<file path="config.mk">
export PLATFORM = sky130hd
export DESIGN_NAME = slist_encode
export DESIGN_NICKNAME = d
export VERILOG_FILES = /design/src/design/slist_pkg.sv /design/src/design/slist_encode.sv
export SDC_FILE = /design/constraint.sdc
export NUM_CORES = 1
export LEC_CHECK = 0
export BUFFER_PORTS_ARGS = -buffer_cell sky130_fd_sc_hd__buf_2
export CORE_MARGIN = 5
export CORE_UTILIZATION = 30
export DETAILED_ROUTE_END_ITERATION = 8
export PLACE_DENSITY_LB_ADDON = 0.08
export SYNTH_ARGS = -nofsm -noshare
export SYNTH_HDL_FRONTEND = slang
export SYNTH_SLANG_ARGS = --single-unit
</file>
<file path="constraint.sdc">
create_clock -name vclk -period 1.48
set_input_delay 0.296 -clock vclk [all_inputs]
set_output_delay 0.296 -clock vclk [all_outputs]
set_load 0.05 [all_outputs]
</file>
<file path="src/design/slist_pkg.sv">
`timescale 1ns / 1ps
// slist_pkg: shared types and constants of the sorted list block
// no dependencies; used by every module in design/
package slist_pkg;

	localparam int CAPACITY = 64;
	localparam int VALUE_W  = 32;
	localparam int POS_W    = 6;
	localparam int COUNT_W  = 7;

	typedef enum logic [1:0] {
		OP_INSERT = 2'd0,
		OP_REMOVE = 2'd1,
		OP_SEARCH = 2'd2,
		OP_CLEAR  = 2'd3
	} opcode_t;

	typedef enum logic [1:0] {
		ST_DONE      = 2'd0,
		ST_NOT_FOUND = 2'd1,
		ST_FULL      = 2'd2
	} status_t;

	typedef struct packed {
		opcode_t                    opcode;
		logic signed [VALUE_W-1:0] value;
	} in_word_t;

	typedef struct packed {
		status_t              status;
		logic [POS_W-1:0]     position;
		logic [COUNT_W-1:0]   count;
	} out_word_t;

	// broadcast to every cell
	typedef struct packed {
		logic                       ins;
		logic                       rem;
		logic signed [VALUE_W-1:0] value;
	} cell_ctrl_t;

endpackage

</file>
<file path="src/design/slist_encode.sv">
`timescale 1ns / 1ps
// slist_encode: reduces the per-cell compare flags to found and first-match index
// depends on slist_pkg
module slist_encode #(
	parameter int CAPACITY = slist_pkg::CAPACITY,
	localparam int IDX_W   = $clog2(CAPACITY)
) (
	input  logic [CAPACITY-1:0] lt,
	input  logic [CAPACITY-1:0] eq,
	output logic                found,
	output logic [IDX_W-1:0]    index
);

	// lt is a thermometer over the sorted cells; its edge is the first slot not below
	always_comb begin
		index = '0;
		for (int i = 0; i < CAPACITY; i++) begin
			if (!lt[i] && (i == 0 || lt[(i == 0) ? 0 : i - 1])) begin
				index = index | IDX_W'(i);
			end
		end
	end

	assign found = |eq;

endmodule

</file>
==> flow_summary_export.csv, run 1 <==
group,metric,value,unit
outcome,status,"did not finish",
outcome,stop_stage,"5_1_grt",
outcome,first-error,"[ERROR GRT-0232] Routing congestion too high. Check the congestion heatmap in the GUI.",
clock_network,cts_hold_buf,0,
synth,postSynthNetCount,268,
timing,crit_endpoint,"found",
grt,gr-usage-all-layers,84.7,%
synth,synth.largest_area_cell,"sky130_fd_sc_hd__nand2b_1",
synth,yosysWarnings,0,
synth,synth_area_per_cell,5.98,um2
die,die-width,62.8,um
synth,seq_area_frac_synth,0,%
timing,worst_endpoint_kind,"top-level output",
synth,synthTopCellsByArea,"sky130_fd_sc_hd__nand2b_1 (31%), sky130_fd_sc_hd__o2111ai_1 (16%), sky130_fd_sc_hd__nor4_1 (15%)",
placement,io_buffer_count,135,
die,floorplan.die.height,62.8,um
grt,globalRoute.totalOverflow,219,
grt,antenna_violations_before_repair,2,
die,initial_core_util,30.9,%
placement,pre_cts_slack,-0.462,ns
die,std_cell_rows,19,
synth,netlist_area,837,um2
die,ioPinCount,135,
synth,netlist-cell-type-count,15,
synth,netlist_instances,140,
placement,gp_congestion,0.871,
synth,post-synth-top-area-fraction,30.6,%
placement,post-dp-hpwl,4.43,mm
grt,grt_max_degree,4,
==> kinds of logic after synthesis <==
kind of cell / synth area share [%]
AOI/OAI and AO/OA: 23.5
buffers and inverters: 8.97
and+or+nand+nor: 67.6
==> cells in the mapped netlist <==
| cell type | instances |
|---|---|
| sky130_fd_sc_hd__o21ai_0 | 8 |
| sky130_fd_sc_hd__nor4_1 | 20 |
| sky130_fd_sc_hd__nand2_1 | 1 |
| sky130_fd_sc_hd__nand3_1 | 7 |
| sky130_fd_sc_hd__or4_1 | 1 |
| sky130_fd_sc_hd__a21boi_0 | 1 |
| sky130_fd_sc_hd__nand4_1 | 12 |
| sky130_fd_sc_hd__nor4_2 | 1 |
| sky130_fd_sc_hd__nor3_1 | 7 |
| sky130_fd_sc_hd__inv_1 | 20 |
| sky130_fd_sc_hd__nor2_1 | 4 |
| sky130_fd_sc_hd__nand2b_1 | 41 |
| sky130_fd_sc_hd__o221ai_1 | 1 |
| sky130_fd_sc_hd__o2bb2ai_1 | 1 |
| sky130_fd_sc_hd__o2111ai_1 | 15 |
==> through the flow <==
step / cells / area, um2 / util (%) / hold WS (ns)
floorplan: 140 / 931 / - / 0.867
global placement: 336 / 1870 / 69.0 / 1.09
CTS: 337 / 2270 / 83.7 / 1.01
detailed placement: 336 / 1870 / 69.0 / 1.08
==> routing by layer <==
metal	overflow	global-route usage (%)
met2	136	108
met3	0	59.7
met5	0	8.33
met1	3	77.5
met4	80	106
==> what timing repair did <==
item                                    in CTS
buffers inserted                             1
pin swaps                                   29
gates cloned                                 0
endpoints found under the setup margin       7
resized for setup                           80
==> inputs of run 2 (changes only) <==
CORE_AREA = 5 5 66 68   (was not set)
CORE_MARGIN = not set   (was 5)
CORE_UTILIZATION = not set   (was 30)
DIE_AREA = 0 0 71 73   (was not set)
PLACE_DENSITY_LB_ADDON = 0.15   (was 0.08)
==> run 2 against run 1 <==
The flow now finishes, with violations (negative setup slack). Synthesized cell count did not move. Synthesized area is the same.
==> flow_summary_export.csv, run 2 <==
group,metric,value,unit
die,initial_core_util,22.0,%
die,die_area,5180,um2
drt,antenna_violating_nets_left,0,
synth,yosys.area_share.adder,0,%
timing,finalWorstSetupSlack,-0.353,ns
grt,globalRoute.totalOverflow,0,
die,fp.coreArea,3800,um2
setup_path,timing.critical_path.slowest_cell_delay,0.56,ns
placement,post-dp-hpwl,4.63,mm
grt,first_global_vias,1950,
grt,antenna_violations_before_repair,0,
finish,most_common_library_cell_in_the_layout_ignoring_fill_and_taps,"sky130_fd_sc_hd__buf_2",
grt,grt_first_pass_wirelength,9.14,mm
synth,synthMostInstantiatedCell,"sky130_fd_sc_hd__nand2b_1",
pwr,leakage,1.28,nW
synth,post-synth-top-area-fraction,30.6,%
finish,finalNetCount,434,
setup_path,worst_ep_required_time,1.18,ns
setup_path,setup.worst_path.class,"in2out",
placement,io_buffer_count,135,
timing,final_count_of_hold_timing_violations,0,
setup_path,critical-path-top-delay-family,"simple AND/OR/NAND/NOR gates",
finish,layout-drive-gt1-share,79.3,%
job,max_cap_viols,0,
finish,n_antenna_cell,0,
drt,drcViolationCount,0,
drt,vias_per_cell,5.09,
pwr,vdd_drop_max,0.140,mV
synth,most_frequent_cells_after_synthesis,"sky130_fd_sc_hd__nand2b_1 (41), sky130_fd_sc_hd__inv_1 (20), sky130_fd_sc_hd__nor4_1 (20)",
finish,area.growth.synth_to_final,222,%
synth,synth-xor-area-share,0,%
synth,netlist-cell-type-count,15,
timing,min_period,1.83,ns
synth,seq_area_frac_synth,0,%
timing,unrepaired_setup_endpoints_after_global_routing,"true",
clock_network,cts_setup_buffers,0,
outcome,status,"finished with violations",
placement,pre_cts_slack,-0.447,ns
synth,postSynthNetCount,268,
setup_path,timing.critical_path.fanout_max,1,
synth,yosysWarnings,0,
setup_path,cp.arrival,1.54,ns
setup_path,crit_path_cell_trace,"buf_2, nor4_2, nand4_1, or4_4, buf_8",
setup_path,critical_path_buf_inv_count,2,
placement,placed_cells_incl_taps,354,
timing,worst_slew_margin_rel,68.4,%
finish,post_layout_nonfiller_instances,354,
timing,clock.fmax,546,MHz
synth,netlist_area,837,um2
setup_path,timing.critical_path.slowest_stage_cell,"sky130_fd_sc_hd__or4_4",
outcome,failed_checks,"negative setup slack",
timing,final-max-slew-violation-count,0,
timing,fin_setup_tns,-0.900,ns
die,ioPinCount,135,
synth,synthMuxAreaShare,0,%
synth,synth_simple_gate_area_share,67.6,%
die,die-width,71,um
drt,final_routed_wirelength_across_all_metal_layers,6.27,mm
synth,synth_compound_gate_area_share,23.5,%
finish,clock_buffers,0,
timing,holdWs,1.01,ns
pwr,post-layout-total-power,0.708,mW
synth,synth.largest_area_cell,"sky130_fd_sc_hd__nand2b_1",
drt,vias,1803,
setup_path,worstSetupEndpointType,"primary output",
finish,filler_cell_count,304,
synth,netlist_instances,140,
synth,combinational_family_with_the_most_area_after_synthesis,"simple AND/OR/NAND/NOR gates",
drt,wire_per_inst,17.7,um
timing,final_min_period_over_clock_period,124,%
synth,synthTopCellsByArea,"sky130_fd_sc_hd__nand2b_1 (31%), sky130_fd_sc_hd__o2111ai_1 (16%), sky130_fd_sc_hd__nor4_1 (15%)",
setup_path,crit_path_start_kind,"input pin",
pwr,power.density,263,nW/um2
placement,gp_congestion,0.916,
timing,finalSetupViolCount,7,
synth,synth_area_per_cell,5.98,um2
grt,gr-usage-all-layers,21.3,%
drt,dr.first_iter.drc_count,36,
timing,max_slew.worst_pin.slew,0.470,ns
finish,seqCellArea,0,um2
worst_hold_path,hold_class,"in2out",
die,floorplan.die.height,73,um
finish,mostFrequentLayoutCells,"sky130_fd_sc_hd__buf_2 (97), sky130_fd_sc_hd__buf_6 (36), sky130_fd_sc_hd__nand2b_4 (29), sky130_fd_sc_hd__buf_4 (23), sky130_fd_sc_hd__inv_1 (15)",
die,std_cell_rows,23,
finish,nFlopsAndLatches,0,
grt,grt_max_degree,4,
drt,detail_route.first_pass.iterations,4,
-- run 2: worst min-delay path: cells and delay by family --
family                 cells  cell delay [ns]
AND/OR/NAND/NOR            3             0.21
buffers and inverters      2             0.20
-- run 2: cells by family after synthesis --
group | Yosys count
compound gates | 26
buf+inv | 20
simple gates | 94
-- run 2: layout make-up --
type                            count  area, um2  area share (%)
Inverter                           20       77.6            2.88
Tap cell                           50       62.6            2.32
Timing Repair Buffer              164       1180            43.9
Multi-Input combinational cell    120       1370            50.9
-- run 2: stage by stage --
stage / utilization, % / area [um2]
after floorplan: - / 931
after global placement: 49.7 / 1890
after detailed placement: 49.7 / 1890
after CTS: 65.2 / 2480
after global routing: 70.9 / 2690
final: 70.9 / 2690
-- run 2: routing by layer --
layer	global-route usage [%]	up-vias	wire length, um
met5	0	-	0
met4	3.34	0	104
met3	2.62	8	438
met2	42.5	89	3400
met1	24.4	828	2330
li1	-	878	-
-- run 2: where the power goes --
part | leakage, nW | switching, mW | internal [mW]
clock network | 0 | 0 | 0
registers | 0 | 0 | 0
logic | 1.28 | 0.309 | 0.400
total | 1.28 | 0.309 | 0.400
-- run 2: path summary, 6_finish.rpt --
| kind | from | end | slack, ns | depth (start not counted) |
|---|---|---|---|---|
| worst min-delay path | eq[27] | found | 1.01 | 5 |
| worst max-delay path | eq[2] | found | -0.35 | 5 |
-- run 2: what timing repair did --
item / in CTS / in global routing
hold buffers: 0 / 0
endpoints found under the setup margin: 7 / 7
pin swaps: 33 / 24
gates resized for setup: 114 / 40
Power figures use the tool's default switching activity.
