--- src/design/slist_pkg.sv ---
`timescale 1ns / 1ps
// slist_pkg: shared types and constants of the sorted list block
// no dependencies; used by every module in design/
package slist_pkg;

	localparam int CAPACITY = 64;
	localparam int VALUE_W  = 32;
	localparam int POS_W    = 6;
	localparam int COUNT_W  = 7;

	typedef enum logic [1:0] {
		OP_INSERT = 2'd0,
		OP_REMOVE = 2'd1,
		OP_SEARCH = 2'd2,
		OP_CLEAR  = 2'd3
	} opcode_t;

	typedef enum logic [1:0] {
		ST_DONE      = 2'd0,
		ST_NOT_FOUND = 2'd1,
		ST_FULL      = 2'd2
	} status_t;

	typedef struct packed {
		opcode_t                    opcode;
		logic signed [VALUE_W-1:0] value;
	} in_word_t;

	typedef struct packed {
		status_t              status;
		logic [POS_W-1:0]     position;
		logic [COUNT_W-1:0]   count;
	} out_word_t;

	// broadcast to every cell
	typedef struct packed {
		logic                       ins;
		logic                       rem;
		logic signed [VALUE_W-1:0] value;
	} cell_ctrl_t;

endpackage

--- src/design/slist_cell.sv ---
`timescale 1ns / 1ps
// slist_cell: one slot of the sorted chain, holds a value and shifts with neighbors
// depends on slist_pkg
module slist_cell (
	input  logic                                clk,
	input  slist_pkg::cell_ctrl_t               ctrl,
	input  logic                                occupied,
	input  logic                                prev_lt,
	input  logic signed [slist_pkg::VALUE_W-1:0] prev_value,
	input  logic signed [slist_pkg::VALUE_W-1:0] next_value,
	output logic signed [slist_pkg::VALUE_W-1:0] value_q,
	output logic                                lt,
	output logic                                eq
);

	// stored value strictly below the operand
	assign lt = occupied && (value_q < ctrl.value);
	assign eq = occupied && (value_q == ctrl.value);

	always_ff @(posedge clk) begin
		if (ctrl.ins && !lt) begin
			// insertion point takes the operand, cells behind it shift up
			if (prev_lt) begin
				value_q <= ctrl.value;
			end else begin
				value_q <= prev_value;
			end
		end else if (ctrl.rem && !lt) begin
			value_q <= next_value;
		end
	end

endmodule

--- config.mk ---
export PLATFORM = sky130hd
export DESIGN_NAME = slist_cell
export DESIGN_NICKNAME = d
export VERILOG_FILES = /design/src/design/slist_pkg.sv /design/src/design/slist_cell.sv
export SDC_FILE = /design/constraint.sdc
export NUM_CORES = 1
export LEC_CHECK = 0
export BUFFER_PORTS_ARGS = -buffer_cell sky130_fd_sc_hd__buf_2
export CAP_MARGIN = 20
export CORE_MARGIN = 3
export CORE_UTILIZATION = 40
export CTS_CLUSTER_DIAMETER = 100
export DETAILED_ROUTE_END_ITERATION = 7
export MAX_ROUTING_LAYER = met4
export PLACE_DENSITY_LB_ADDON = 0.12
export SLEW_MARGIN = 10
export SYNTH_ARGS = -nofsm -noshare
export SYNTH_HDL_FRONTEND = slang
export SYNTH_SLANG_ARGS = --single-unit
--- constraint.sdc ---
create_clock -name clk -period 5.7 [get_ports clk]
set_clock_uncertainty 0.1 [all_clocks]
set_input_delay 1.14 -clock clk [delete_from_list [all_inputs] [get_ports clk]]
set_output_delay 1.14 -clock clk [all_outputs]
set_load 0.005 [all_outputs]
### Word level (Yosys, flattened, before mapping)

Index checks and enable logic that the tools add are counted.
W data, S select, Z words.

| storage, ports and cells | value |
|---|---|
| logic and storage cells | 12 |
| flip-flop bits (word level) | 32 |
| input port bits | 101 |

| operators by class | value |
|---|---|
| multiplexer cells | 3 |
| $lt $le $gt $ge | 1 |
| reduce and logical (&&, ||, !) cells | 6 |
| equal/unequal tests | 1 |

Operators by type and width:

| operator | count |
|---|---|
| $mux W32 | 3 |
| $eq A32 B32 Y1 | 1 |
| $lt A32 B32 Y1 | 1 |
| $logic_and A1 B1 Y1 | 4 |
| $reduce_bool A2 Y1 | 1 |
| $logic_not A1 Y1 | 1 |

### Logic depth before layout (Yosys ltp)

Gate-level depths: netlist of the first run.

| logic depth | value |
|---|---|
| depth in word-level cells | 6 |
| depth in mapped cells | 9 |

### Worst setup path before layout of the first run

Ideal clock, no wire load.

| timing | value |
|---|---|
| kind | in2reg |
| start | in ctrl[14] in the netlist's numbering |
| end | reg value_q[0] in the netlist's numbering (enable) |
| arrival time | 3.922 ns |
| path slack | 1.256 ns |
| buffers on the path | 0 |
| stages on the path | 8 |
| library setup time | 0.422 ns |
| cell sequence | inv_1 > ha_1 > nand4_1 > nor4_1 > a21bo_2 > a31oi_2 > o21ai_0 > nor2_1 |

| between the ends | value |
|---|---|
| word-level cells in the longest chain between the ends | 5 |
| elaborated cells between the ends (all ways) | 6 |
| classes of those cells | order compare: 1; reduce/logical: 5 |

Ends and longest elaborated chain:

| element | line | RTL |
|---|---|---|
| start: declaration | slist_cell.sv:6 | `input slist_pkg::cell_ctrl_t ctrl,` |
| $lt A32 B32 Y1 * | slist_cell.sv:17 | `assign lt = occupied && (value_q < ctrl.value);` |
| $logic_and A1 B1 Y1 * | slist_cell.sv:17 |  |
| named net lt | slist_cell.sv:12 | `output logic lt,` |
| $logic_not A1 Y1 * | slist_cell.sv:21, slist_cell.sv:28 |  |
| $logic_and A1 B1 Y1, on equally long branches | slist_cell.sv:21, slist_cell.sv:28 |  |
| $reduce_bool A2 Y1 (no line) * | n/a |  |
| end signal: assignment | slist_cell.sv:24 | `value_q <= ctrl.value;` |
| end signal: assignment | slist_cell.sv:26 | `value_q <= prev_value;` |
| end signal: assignment | slist_cell.sv:29 | `value_q <= next_value;` |
| end: declaration | slist_cell.sv:11 | `output logic signed [slist_pkg::VALUE_W-1:0] value_q,` |

The timed path passes the listed nets; every way through them passes the cells marked *.
A chain may end at the register's enable or synchronous reset.

### Final worst setup path of the first run

| timing | value |
|---|---|
| start | in ctrl[19] in the netlist's numbering |
| end | out lt |

| between the ends | value |
|---|---|
| word-level cells in the longest chain between the ends | 2 |

Ends and longest elaborated chain:

| element | line |
|---|---|
| $lt A32 B32 Y1 | slist_cell.sv:17 |
| $logic_and A1 B1 Y1 | slist_cell.sv:17 |
| end: declaration | slist_cell.sv:12 |

Every way passes these cells.

==> results_dict.tcl, run 1 <==
set metrics [dict create \
    status "finished, final reports clean" \
    via_count 2136 \
    dp.cells 429 \
    drc_errors 0 \
    largest_reg_flops 32 \
    yosysTopAreaCellShare 0.3717 \
    area_growth_pct 31.27 \
    gp_congestion 0.7101 \
    drive_gt1_frac 0.5762 \
    synth_area_leader_cell "edfxtp_1" \
    syn_inst 226 \
    grt_max_degree 33 \
    cp_num_buf_inv 3 \
    tns_ps 0 \
    cp_max_fo 2 \
    fin_cells 436 \
    drt_wl_total_um 6078 \
    syn-cell-area_mm2 0.002585 \
    top_regs "value_q: 32 flops" \
    cts_tree "built" \
    crit_cells 9 \
    holdPathStages 2 \
    slowest_delay_ps 410 \
    period_share 0.7778 \
    period_minus_slack_ps 4434 \
    die_x_um 86.39 \
    power.internal_mw 0.5738 \
    synth_top_family_by_area "multiplexers" \
    ys_async_sr_fraction 0 \
    clock_path_buffers 2 \
    cap_violations 0 \
    routed_via_density 4.899 \
    timing.final.hold_violations 0 \
    cp_slowest_cell "a221o_1" \
    crit_family "compound AO/OA/AOI/OAI gates" \
    top_register "value_q" \
    crit-reg2reg-launch "value_q[19]" \
    holdCritStartpoint "next_value[8]" \
    start_kind "primary input" \
    min_path_type "in2reg" \
    cp-startpoint "ctrl[19]" \
    chipHeight_um 86.39 \
    grt_overflow 0 \
    worstMarginPinSlew_ps 917.9 \
    first_global_vias 2160 \
    synth.net_count 359 \
    post_cts_resized 0 \
    insertion_delay_ps 280 \
    io_pins 135 \
    rsz0062_at_grt "false" \
    fin_nets 494 \
    place_hpwl_um 4942 \
    synth_edf_count 32 \
    hold_buffers 0 \
    crit_chain "buf_2 > inv_1 > ha_1 > a21oi_1 > o21ai_0 > a221o_1 > or3_4 > o21ai_0 > buf_2" \
    max_freq_mhz 225.6 \
    seq_area_frac_synth 0.3717 \
    grt_util_all_layers 0.1717 \
    combPwrFrac 0.380 \
    maxSlewHeadroom 0.3866 \
    syn_area_per_cell_um2 11.44 \
    synth_xor_xnor_area_share 0 \
    synth.distinct_cells 25 \
    dpl_cell_area_mm2 0.003316 \
    antenna_found_initial 0 \
    avgRoutedWirePerCell_um 13.94 \
    cts.clk_slew.worst_paths_ps 70 \
    leakage_nw 1.673 \
    yosys_warnings 0 \
    r2r_cells 8 \
    first_pass_iters 4 \
    initial_utilization 0.4241 \
    n_antenna_cell 0 \
    synthFlopType "edfxtp_1" \
    drtIter0Drc 44 \
    vdd_drop_max_mv 0.1332 \
    arrival_ps 3190 \
    required_ps 4460 \
    p_clk_frac 0.197 \
    ys_top_cells_by_area "edfxtp_1, mux2_2, ha_1" \
    power_density_mw_per_mm2 246.4 \
    synth_compound_area_frac 0.07018 \
    grt_pass1_wl_um 9825 \
    yosys.area_share.adder 0.1549 \
    synthMuxAreaShare 0.2788 \
    io_buffers 134 \
    critPathKind "in2out" \
    p_sw_frac 0.3137 \
    power.switching_mw 0.2623 \
    synth_simple_gate_area_frac 0.05760 \
    num_rows 28 \
    ys_ff_latch 32 \
    htreeDepth 2 \
    final_area_mm2 0.003393 \
    clock_sinks 32 \
    fp.dieArea_mm2 0.007463 \
    finalSetupViolCount 0 \
    timing.final.max_slew_violations 0 \
    end_kind "primary output" \
    root_buffer "clkbuf_8" \
    seqPwrFrac 0.423 \
    ant_nets 0 \
    cts_setup_buffers 0 \
    core-area_mm2 0.006096 \
    cts_buffers 5 \
]
-- cell usage after synthesis, types with 2 or more instances --
cell type,instances
nand4_1,5
o21ai_0,6
buf_6,3
edfxtp_1,32
a21oi_1,15
inv_1,33
nand3_1,2
nand2_1,11
mux2_1,2
clkbuf_1,4
mux2_2,62
nor2_1,6
nor4_1,2
ha_1,32
-- final cells by class --
class	instances	area, um2
Clock buffer	6	72.57
Clock inverter	1	5.005
Fill cell	579	2703
Inverter	33	123.9
Multi-Input combinational cell	154	1459
Sequential cell	32	960.9
Tap cell	75	93.84
Timing Repair Buffer	135	678.2
-- worst register-to-register path, stage by stage, from the launching register on --
cell	delay, ps
edfxtp_1	390
ha_1	300
a21oi_1	140
o21ai_0	140
a221o_1	410
or3_4	390
o211ai_4	600
buf_4	340
mux2_2	360
-- logic make-up after synthesis --
group           count (synthesis)
mux                            64
buf+inv                        40
fa+ha+maj                      32
flops                          32
simple gates                   30
compound gates                 28
-- routing by layer --
layer	up-vias	global-route usage	wire length, um
met1	960	0.2123	2613
met3	9	0.03422	438
met2	77	0.2865	2961
met4	0	0.04674	65
met5	-	-	0
li1	1090	-	-
-- through the flow --
stage | setup slack, ps | power (mW) | util | hold slack, ps
6_report | 1266 | 0.8362 | 0.5567 | 1040
5_1_grt | 1156 | 0.9086 | 0.5567 | 1045
4_1_cts | 1276 | 0.8482 | 0.5567 | 1035
3_5_place_dp | 1280 | 0.6827 | 0.5439 | 1333
3_3_place_gp | 1266 | 0.6745 | 0.5439 | 1316
2_1_floorplan | 1256 | 0.5520 | - | 1039
-- cell usage in the layout, fill, tap and decap left out, types with 2 or more instances in the layout --
| master | Yosys | final |
|---|---|---|
| a21oi_1 | 15 | 15 |
| o21ai_0 | 6 | 6 |
| edfxtp_1 | 32 | 32 |
| mux2_1 | 2 | 2 |
| nand3_1 | 2 | 2 |
| nor4_1 | 2 | 2 |
| nand2_1 | 11 | 11 |
| nand4_1 | 5 | 5 |
| mux2_2 | 62 | 62 |
| nor2_1 | 6 | 5 |
| buf_2 | 0 | 134 |
| inv_1 | 33 | 33 |
| ha_1 | 32 | 32 |
| clkbuf_8 | 0 | 5 |
-- power groups by stage --
stage / combinational (mW) / sequential (mW) / clock, mW
floorplan: 0.188 / 0.364 / 0
global placement: 0.317 / 0.357 / 0
detailed placement: 0.323 / 0.360 / 0
CTS: 0.325 / 0.355 / 0.169
global route: 0.365 / 0.361 / 0.183
finish: 0.318 / 0.354 / 0.164
-- path summary, 6_finish.rpt --
check,end,slack [ps]
hold reg to reg,value_q[0],1330
setup reg to reg,value_q[29],2270
hold / removal,value_q[8],1040
setup / recovery,lt,1270
Note: power is estimated with default switching activity, not from simulation.
==> run 2: changes to the inputs <==
clock period = 4.6 ns   (was 5.7 ns; I/O delays follow)
==> results_dict.tcl, run 2 (synthesis gave the netlist of run 1 again) <==
set metrics [dict create \
    holdPathStages 2 \
    chipHeight_um 86.39 \
    drtIter0Drc 48 \
    dp.cells 431 \
    gp_congestion 0.7152 \
    worstMarginPinSlew_ps 770.9 \
    drt_wl_total_um 6134 \
    setup_slack_ps 635.9 \
    crit-reg2reg-launch "value_q[19]" \
    io_buffers 134 \
    cts.clk_slew.worst_paths_ps 70 \
    grt_max_degree 33 \
    required_ps 3580 \
    post_cts_resized 0 \
    holdCritStartpoint "next_value[8]" \
    n_antenna_cell 0 \
    max_freq_mhz 252.3 \
    core-area_mm2 0.006096 \
    r2r-end "value_q[6]" \
    cp_slowest_cell "a221o_1" \
    cts_setup_buffers 0 \
    end_kind "primary output" \
    p_sw_frac 0.3137 \
    via_count 2146 \
    power.internal_mw 0.7105 \
    final_area_mm2 0.003407 \
    finalPower_mw 1.035 \
    top_regs "value_q: 32 flops" \
    status "finished, final reports clean" \
    root_buffer "clkbuf_8" \
    slowest_delay_ps 390 \
    antenna_found_initial 0 \
    r2r_cells 8 \
    critPathKind "in2out" \
    timing.final.max_slew_violations 0 \
    maxSlewHeadroom 0.4860 \
    first_pass_iters 4 \
    drive_gt1_frac 0.5758 \
    dpl_cell_area_mm2 0.003331 \
    avgRoutedWirePerCell_um 14.00 \
    grt_pass1_wl_um 9418 \
    period_minus_slack_ps 3964 \
    fin_nets 496 \
    p_clk_frac 0.193 \
    place_hpwl_um 5091 \
    combPwrFrac 0.384 \
    power_density_mw_per_mm2 303.8 \
    clock_path_buffers 2 \
    cp_max_fo 2 \
    htreeDepth 2 \
    drc_errors 0 \
    hold_buffers 0 \
    start_kind "primary input" \
    insertion_delay_ps 270 \
    min_path_type "in2reg" \
    routed_via_density 4.900 \
    seqPwrFrac 0.423 \
    area_growth_pct 31.80 \
    die_x_um 86.39 \
    leakage_nw 1.680 \
    crit_chain "buf_2 > inv_1 > ha_1 > a21oi_1 > o21ai_0 > a221o_1 > or3_4 > o21ai_0 > buf_2" \
    clock_sinks 32 \
    grt_util_all_layers 0.1668 \
    fp.dieArea_mm2 0.007463 \
    final_common_cell "buf_2" \
    vdd_drop_max_mv 0.1623 \
    initial_utilization 0.4241 \
    largest_reg_flops 32 \
    grt_overflow 0 \
    pre_cts_ws_ps 614.5 \
    timing.final.hold_violations 0 \
    num_rows 28 \
    fin_cells 438 \
    r2r_setup_slack_ps 1420 \
    top_register "value_q" \
    ant_nets 0 \
    cts_buffers 5 \
    rsz0062_at_grt "false" \
    cap_violations 0 \
    power.switching_mw 0.3247 \
    period_share 0.8618 \
    holdPathEnd "value_q[8]" \
    final_cell_mix "buf_2, mux2_2, inv_1" \
    tns_ps 0 \
    cts_tree "built" \
    arrival_ps 2940 \
    io_pins 135 \
    first_global_vias 2115 \
    finalSetupViolCount 0 \
]
run 2: cell types whose count changed in the layout (fill, tap and decap cells not counted):
cell / delta
buf_4: +2
clkbuf_1: -1
clkinv_1: +2
clkinv_2: -1
run 2: through the flow:
stage	utilization	hold WS (ps)
after detailed placement	0.5464	1115
after CTS	0.5589	818.6
after global placement	0.5464	1120
final	0.5589	829.1
after global routing	0.5589	830.0
after floorplan	-	1024
run 2: layout make-up:
type / count / area, um2
fillers: 574 / 2689
clock inverters: 2 / 7.507
multi-input cells: 154 / 1459
well taps: 75 / 93.84
repair buffers: 137 / 693.2
clock buffers: 5 / 68.82
flip-flops and latches: 32 / 960.9
inverters: 33 / 123.9
run 2: critical path, delay by kind of cell:
kind | cells | cell delay, ps
AOI/OAI and AO/OA | 4 | 1040
and+or+nand+nor | 1 | 390
buffers and inverters | 3 | 310
adders and majority gates | 1 | 290
run 2: how the worst max path moves through the flow:
| stage | start | endpoint | slack, ps | cells past startpoint |
|---|---|---|---|---|
| 3_3_place_gp | ctrl[19] | lt | 600 | 9 |
| 6_report | ctrl[19] | lt | 640 | 9 |
| 2_1_floorplan | ctrl[14] | value_q[0] | 380 | 8 |
| 4_1_cts | ctrl[19] | lt | 610 | 9 |
| 5_1_grt | ctrl[31] | lt | 500 | 9 |
| 3_5_place_dp | ctrl[19] | lt | 610 | 9 |
run 2: power by group through the flow:
stage                     sequential [mW]  clock (mW)  combinational, mW
after global routing                0.447       0.219              0.451
after detailed placement            0.446           0              0.405
after global placement              0.442           0              0.398
after floorplan                     0.451           0              0.233
final                               0.438       0.200              0.397
after CTS                           0.439       0.209              0.407
run 2: layer usage:
| layer | global-route usage | wire length (um) |
|---|---|---|
| met3 | 0.03327 | 474 |
| met2 | 0.2789 | 3006 |
| met4 | 0.05241 | 70 |
| met5 | - | 0 |
| met1 | 0.2027 | 2583 |
